$ cat src/hw/rtl/mtbr_divider.sv
module mtbr_divider (
    input  logic        i_clk,
    input  logic        i_rst_n,
    input  logic        i_start,
    input  logic [32:0] i_dividend,
    input  logic [31:0] i_divisor,
    output logic        o_done,
    output logic [31:0] o_rem
);
    // restoring remainder, one dividend bit per cycle
    logic [32:0] r_num;
    logic [32:0] r_rem;
    logic [31:0] r_div;
    logic [5:0]  r_cnt;
    logic        r_busy;
    logic [33:0] trial;

    always_comb begin
        trial = {r_rem, r_num[32]} - {2'b00, r_div};
    end

    always_ff @(posedge i_clk) begin
        if (!i_rst_n) begin
            r_busy <= 1'b0;
            r_cnt  <= '0;
            o_done <= 1'b0;
        end else begin
            o_done <= 1'b0;
            if (i_start) begin
                r_busy <= 1'b1;
                r_cnt  <= 6'd33;
                r_num  <= i_dividend;
                r_div  <= i_divisor;
                r_rem  <= '0;
            end else if (r_busy) begin
                r_num <= {r_num[31:0], 1'b0};
                r_rem <= trial[33] ? {r_rem[31:0], r_num[32]} : trial[32:0];
                r_cnt <= r_cnt - 6'd1;
                if (r_cnt == 6'd1) begin
                    r_busy <= 1'b0;
                    o_done <= 1'b1;
                end
            end
        end
    end

    assign o_rem = r_rem[31:0];

    a_done_idle: assert property (@(posedge i_clk) disable iff (!i_rst_n)
        o_done |-> !r_busy) else $error("divider done while busy");
endmodule

$ cat config.mk
export PLATFORM = sky130hd
export DESIGN_NAME = mtbr_divider
export DESIGN_NICKNAME = d
export VERILOG_FILES = /design/src/hw/rtl/mtbr_divider.sv
export SDC_FILE = /design/constraint.sdc
export NUM_CORES = 1
export LEC_CHECK = 0
export BUFFER_PORTS_ARGS = -buffer_cell sky130_fd_sc_hd__buf_2
export CORE_ASPECT_RATIO = 1.25
export CORE_MARGIN = 2
export CORE_UTILIZATION = 60
export DETAILED_ROUTE_END_ITERATION = 8
export PLACE_DENSITY = 0.81
export SYNTH_ARGS = -nofsm -noshare
export SYNTH_HDL_FRONTEND = slang
export SYNTH_SLANG_ARGS = --single-unit
$ cat constraint.sdc
create_clock -name i_clk -period 7.2 [get_ports i_clk]
set_input_delay 0 -clock i_clk [delete_from_list [all_inputs] [get_ports i_clk]]
set_output_delay 0 -clock i_clk [all_outputs]
set_load 0.01 [all_outputs]
# After elaboration in Yosys (flattened, before gate mapping)
# Cells that the tools add are included.
dict set report word_totals {
  reg_bits 106
  input_bits 68
  output_inout_bits 33
}
dict set report classes {
  addsub 2
  eq_ne 1
  mux 10
  n_bitwise 2
  n_reduce_logical 5
}
# op count
set op_table {}
lappend op_table {{$mux W33} 4}
lappend op_table {{$sub A34 B32 Y34} 1}
lappend op_table {{$mux W6} 2}
lappend op_table {{$eq A6 B1 Y1 const B} 1}
lappend op_table {{$sub A6 B1 Y6 const B} 1}
lappend op_table {{$mux W1} 4}
lappend op_table {{$reduce_and A2 Y1} 2}
lappend op_table {{$reduce_or A3 Y1} 1}
lappend op_table {{$not A1 Y1} 2}
lappend op_table {{$reduce_bool A2 Y1} 1}
lappend op_table {{$reduce_or A2 Y1} 1}

# Longest topological paths before layout
# Gate-level depths: netlist of run 1.
dict set report logic_depth {
  depth_word 4
  mapped_depth 13
  ltp_nobuf 11
}

# Worst setup path before layout of run 1
# No wires, ideal clock.
dict set report synth_timing {
  path_type {register -> register}
  from {reg r_rem[7]}
  to {reg r_rem[32], data pin}
  t_arrival_ps 2670
  required_ps 6938
  path_slack_ps 4268
  path_stages_with_launch 11
  path_cell_list {edfxtp_1 > ha_1 > a21oi_1 > o22ai_1 > a2111o_1 > o21a_1 > o21a_4 > or3_1 > buf_2 > o2111ai_1 > mux2_1}
}
dict set report synth_via {
  elab_chain_len 3
}
# element line
set synth_rtl {}
lappend synth_rtl {{start: declaration} 12} ;# logic [32:0] r_rem;
lappend synth_rtl {{start signal: assignment} 37} ;# r_rem <= trial[33] ? {r_rem[31:0], r_num[32]} : trial[32:0];
lappend synth_rtl {{$sub A34 B32 Y34} 19} ;# trial = {r_rem, r_num[32]} - {2'b00, r_div};
lappend synth_rtl {{$mux W33} 37}
lappend synth_rtl {{$mux W33} 35} ;# end else if (r_busy) begin
# No other way between the ends. The select of a mux whose other input is x is not followed.
# A chain may end at the register's enable or synchronous reset.

# Worst setup path in the final report of run 1
dict set report layout_timing {
  from {reg r_rem[21]}
  to {reg r_rem[32], data pin}
}
# The elaborated chain is that of the path after synthesis.

==> flow_metrics.env, run 1 <==
export IMPL_design_area_um2=7710
export IMPL_critical_path_arrival_ps=3880
export IMPL_dp_hpwl_mm=9.66
export IMPL_tightestPinTransition_ps=1160
export IMPL_cts_resized=0
export IMPL_synth_seq_area_share=0.483
export IMPL_io_pins=101
export IMPL_dieWidth_um=96.6
export IMPL_wirelength_mm=15.4
export IMPL_diodes=0
export IMPL_worstSetupStartpointType="flop"
export IMPL_synth_nets=711
export IMPL_vias=5087
export IMPL_hp_class="input port to flop"
export IMPL_ctsLongestPathBuffers=2
export IMPL_num_rows=42
export IMPL_post_cts_setup_buffers=0
export IMPL_syn_area_um2=6430
export IMPL_synth_edf_count=98
export IMPL_place_area_um2=6770
export IMPL_setup_ws_ps=3420
export IMPL_cts_buffers=9
export IMPL_crit_fanout=25
export IMPL_clock_latency_ps=350
export IMPL_worst_path_max_delay_cell="o21ai_2"
export IMPL_start_util=0.612
export IMPL_wl_per_cell_um=17.8
export IMPL_viasPerCell=5.87
export IMPL_syn_inst=608
export IMPL_grt_pass1_vias=5044
export IMPL_grt_pass1_wl_mm=24.1
export IMPL_netlist_area_leader_share=0.458
export IMPL_crit_chain="ha_1 > a21o_1 > a221oi_2 > nor2_1 > nor4_1 > o31ai_1 > o21ai_2 > o2111ai_1 > mux2_1"
export IMPL_async_reset_ff_frac=0
export IMPL_hold_depth=2
export IMPL_critPathRequiredTime_ps=7300
export IMPL_ys_ff_latch=106
export IMPL_synth_warnings=0
export IMPL_ys_types=59
export IMPL_highest_layer="met4"
export IMPL_grt_overflow=0
export IMPL_die_area_um2=11600
export IMPL_detail_route_iter0_violations=293
export IMPL_slowest_delay_ps=950
export IMPL_routedLengthMet1_mm=6.09
export IMPL_area_growth_pct=19.9
export IMPL_worst_path_buf_inv=0
export IMPL_status="complete, no violations"
export IMPL_yosys_area_top_type="edfxtp_1"
export IMPL_peakVddDrop_mv=0.125
export IMPL_synth_area_per_cell_um2=10.6
export IMPL_yosysMostFrequentCell="edfxtp_1"
export IMPL_antenna_found_initial=0
export IMPL_whs_endpoint="r_div[6]"
export IMPL_final_nets=833
export IMPL_ant_nets=0
export IMPL_cts_tree="yes"
export IMPL_r2r_end="r_rem[32]"
export IMPL_wl_met2_mm=7.96
export IMPL_final_util=0.733
export IMPL_crit_family="compound AO/OA/AOI/OAI gates"
export IMPL_min_period_ps=3780
export IMPL_critical_path_class="flop to flop"
export IMPL_power_density_nw_per_um2=224
export IMPL_rsz0062_at_grt="false"
export IMPL_end_kind="flop"
export IMPL_synthTopCellsByCount="edfxtp_1, a21oi_1, o21ai_0, inv_1, ha_1"
export IMPL_wl_met3_um=909
export IMPL_place_ws_ps=3440
export IMPL_portBuffers=100
export IMPL_slew_headroom=0.226
export IMPL_cts_sinks=106
export IMPL_synth_flop_cell="edfxtp_1"
export IMPL_grt_max_degree=68
export IMPL_cts_root_buf="clkbuf_16"
export IMPL_rr_worst_depth=9
export IMPL_fin_crit_sh=0.525
export IMPL_clk_pin_slew_ps=70
export IMPL_hold_violations=0
export IMPL_fin_setup_tns_ps=0
export IMPL_setup_viol=0
export IMPL_holdCritStartpoint="i_divisor[6]"
export IMPL_r2r_setup_slack_ps=3420
export IMPL_final_max_slew_viol_count=0
export IMPL_track_usage=0.274
export IMPL_drive_gt1_frac=0.219
export IMPL_yosys_top_cells_area="edfxtp_1, ha_1, mux2_2, a21oi_1, buf_4"
export IMPL_r2r_start="r_rem[21]"
export IMPL_die_h_um=120
export IMPL_htree_levels=3
export IMPL_leakagePower_nw=3.17
export IMPL_drc=0
export IMPL_fmax_mhz=264
export IMPL_maxCapViolations=0
export IMPL_total_power_mw=1.73
export IMPL_skew_ps=6.61
export IMPL_core_area_um2=10500
export IMPL_gp_congestion=0.936
export IMPL_first_pass_iters=8
-- per-stage QoR --
stage / std cells / hold WS (ps)
2_1_floorplan: 608 / 98.9
3_3_place_gp: 785 / 176
3_5_place_dp: 785 / 178
4_1_cts: 867 / 347
5_1_grt: 867 / 352
6_report: 867 / 354
-- repair_timing --
action | CTS | global route
hold endpoints to repair | 68 | 0
hold buffers | 66 | 0
endpoints found under the setup margin | 0 | 0
-- power breakdown --
part           internal, mW  total [mW]  leakage, nW  switching (mW)
clock                 0.237       0.472        0.127           0.235
sequential            0.738       0.765         1.00          0.0273
combinational         0.215       0.491         2.04           0.276
total                  1.19        1.73         3.17           0.539
-- worst max path at each step --
stage,startpoint,end,slack (ps),depth (start not counted)
final,r_rem[21],r_rem[32],3420,9
after global routing,r_rem[3],r_rem[30],3230,9
after CTS,r_rem[7],r_rem[32],3440,9
after detailed placement,r_rem[7],r_rem[32],3440,9
after global placement,r_rem[7],r_rem[32],3570,9
after floorplan,r_rem[7],r_rem[32],4270,10
-- sequential cells by signal (all words and copies together) (netlist names) --
register / count
r_num: 33
r_rem: 33
r_div: 32
r_cnt: 6
o_done: 1
r_busy: 1
-- logic make-up (layout without fill, tap and decap cells) --
| group | after synthesis | after routing | share of synthesized area |
|---|---|---|---|
| flip-flops | 106 | 106 | 0.483 |
| adder cells (fa/ha/maj) | 35 | 35 | 0.0693 |
| XOR/XNOR | 25 | 25 | 0.0341 |
| AND/OR/NAND/NOR | 138 | 138 | 0.110 |
| AO/OA/AOI/OAI | 167 | 167 | 0.161 |
| buffers and inverters | 100 | 227 | 0.0790 |
| multiplexers | 37 | 37 | 0.0640 |
-- placed cells by master, fill, tap and decap left out, types with 11 or more instances in the layout --
cell type	n
buf_2	100
edfxtp_1	98
dlygate4sd3_1	66
a21oi_1	59
o21ai_0	43
inv_1	41
ha_1	34
mux2_2	32
nand2_1	30
nor2_1	26
nand3_1	23
xnor2_1	16
a21o_1	13
nand4_1	11
-- cell type report --
type                    count  area [um2]
multi-input cells         402        2820
flip-flops and latches    106        3100
repair buffers            170        1190
fillers                   757        2800
clock inverters             7        51.3
inverters                  41         154
clock buffers               9         225
well taps                 132         165
-- routing by layer --
metal	track usage	vias up
li1	-	2446
met1	0.328	2410
met2	0.475	194
met3	0.0621	37
met4	0.0960	0
met5	0	-
(Power assumes the default switching activity.)
==> run 2, diff against run 1 <==
--- a/config.mk
+++ b/config.mk
@@ -8,9 +8,9 @@
 export BUFFER_PORTS_ARGS = -buffer_cell sky130_fd_sc_hd__buf_2
 export CORE_ASPECT_RATIO = 1.25
 export CORE_MARGIN = 2
-export CORE_UTILIZATION = 60
+export CORE_UTILIZATION = 52
 export DETAILED_ROUTE_END_ITERATION = 8
-export PLACE_DENSITY = 0.81
+export PLACE_DENSITY = 0.74
 export SYNTH_ARGS = -nofsm -noshare
 export SYNTH_HDL_FRONTEND = slang
 export SYNTH_SLANG_ARGS = --single-unit
==> constraint.sdc (replaced) <==
create_clock -name i_clk -period 3.45 [get_ports i_clk]
set_input_delay 0 -clock i_clk [delete_from_list [all_inputs] [get_ports i_clk]]
set_output_delay 0 -clock i_clk [all_outputs]
set_load 0.01 [all_outputs]
==> flow_metrics.env, run 2 (synthesized netlist as in run 1, its figures left out) <==
export IMPL_grt_max_degree=53
export IMPL_ant_nets=0
export IMPL_fmax_mhz=310
export IMPL_critical_path_class="flop to flop"
export IMPL_drive_gt1_frac=0.230
export IMPL_grt_pass1_vias=5148
export IMPL_clk_pin_slew_ps=80
export IMPL_io_pins=101
export IMPL_area_growth_pct=21.8
export IMPL_final_max_slew_viol_count=0
export IMPL_cts_root_buf="clkbuf_16"
export IMPL_first_pass_iters=8
export IMPL_hold_violations=0
export IMPL_worstSetupStartpointType="flop"
export IMPL_reg_largest_list="r_num x33, r_rem x33, r_div x32"
export IMPL_min_period_ps=3230
export IMPL_dieWidth_um=103
export IMPL_grt_overflow=0
export IMPL_wl_per_cell_um=17.2
export IMPL_critical_path_arrival_ps=3440
export IMPL_dp_hpwl_mm=10.4
export IMPL_slew_headroom=0.457
export IMPL_htree_levels=3
export IMPL_final_cell_mix="buf_2, edfxtp_1, dlygate4sd3_1, a21oi_1, o21ai_0"
export IMPL_critPathRequiredTime_ps=3660
export IMPL_num_rows=45
export IMPL_final_nets=842
export IMPL_end_kind="flop"
export IMPL_post_cts_setup_buffers=0
export IMPL_antenna_found_initial=0
export IMPL_grt_pass1_wl_mm=24.9
export IMPL_setup_viol=0
export IMPL_maxCapViolations=0
export IMPL_die_h_um=128
export IMPL_core_area_um2=12100
export IMPL_r2r_start="r_num[32]"
export IMPL_diodes=0
export IMPL_cts_sinks=106
export IMPL_power_density_nw_per_um2=464
export IMPL_skew_ps=10.4
export IMPL_die_area_um2=13300
export IMPL_drc=0
export IMPL_portBuffers=100
export IMPL_gp_congestion=0.923
export IMPL_fin_setup_tns_ps=0
export IMPL_cts_buffers=9
export IMPL_cts_tree="yes"
export IMPL_final_common_cell="buf_2"
export IMPL_viasPerCell=5.66
export IMPL_rsz0062_at_grt="false"
export IMPL_fin_crit_sh=0.935
export IMPL_ctsLongestPathBuffers=2
export IMPL_holdCritStartpoint="i_start"
export IMPL_detail_route_iter0_violations=295
export IMPL_clock_latency_ps=360
export IMPL_wirelength_mm=15.6
export IMPL_leakagePower_nw=3.23
export IMPL_crit_fanout=5
export IMPL_nFillCells=961
export IMPL_status="complete, no violations"
export IMPL_final_util=0.647
export IMPL_start_util=0.531
export IMPL_vias=5136
export IMPL_tightestPinTransition_ps=814
export IMPL_hp_class="input port to flop"
export IMPL_crit_start="r_num[32]"
export IMPL_track_usage=0.245
export IMPL_peakVddDrop_mv=0.299
==> run 2: metal layers <==
layer,vias to the layer above,part of all wire,GRT usage
met4,0,0.026,0.106
li1,2463,-,-
met5,-,0,0
met2,205,0.51,0.438
met3,34,0.070,0.0469
met1,2434,0.39,0.281
==> run 2: through the flow <==
step / power [mW] / instances / instance area, um2 / hold WS (ps) / setup slack (ps)
floorplan: 2.37 / 608 / 6430 / 98.9 / 518
global placement: 2.57 / 826 / 6890 / 176 / 335
detailed placement: 2.60 / 826 / 6890 / 178 / 238
CTS: 3.62 / 908 / 7820 / 97.5 / 224
global route: 3.81 / 908 / 7830 / 143 / 8.98
finish: 3.63 / 908 / 7830 / 132 / 223
==> run 2: worst paths after layout <==
path | endpoint | slack [ps] | depth (start not counted)
setup / recovery | r_rem[26] | 220 | 11
hold / removal | r_rem[25] | 130 | 2
setup reg to reg | r_rem[26] | 220 | 11
hold reg to reg | r_cnt[1] | 510 | 2
==> run 2: repair_timing <==
action,4_1_cts,5_1_grt
endpoints found under the hold margin,68,0
setup endpoints to repair,0,1
resized for setup,0,1
hold buffers,66,0
==> run 2: report_power, final <==
group	internal, mW	switching, mW
Clock	0.493	0.488
Combinational	0.469	0.583
Sequential	1.54	0.0594
Total	2.50	1.13
==> run 2: critical path, cell delays in order, from the launching register on <==
cell	delay, ps
edfxtp_1	380
inv_1	50
ha_1	220
fa_1	390
nand2b_1	190
a21oi_1	250
o21a_1	200
o21ai_1	150
a211oi_1	530
nor3_1	80
or4b_1	480
a21oi_1	150
==> run 2: final cells by class <==
cell class              instances  area, um2  area share
flip-flops and latches        106       3100       0.396
clock inverters                 6       41.3     0.00528
repair buffers                179       1270       0.162
inverters                      41        154      0.0197
multi-input cells             402       2820       0.361
well taps                     164        205      0.0262
clock buffers                  10        229      0.0293
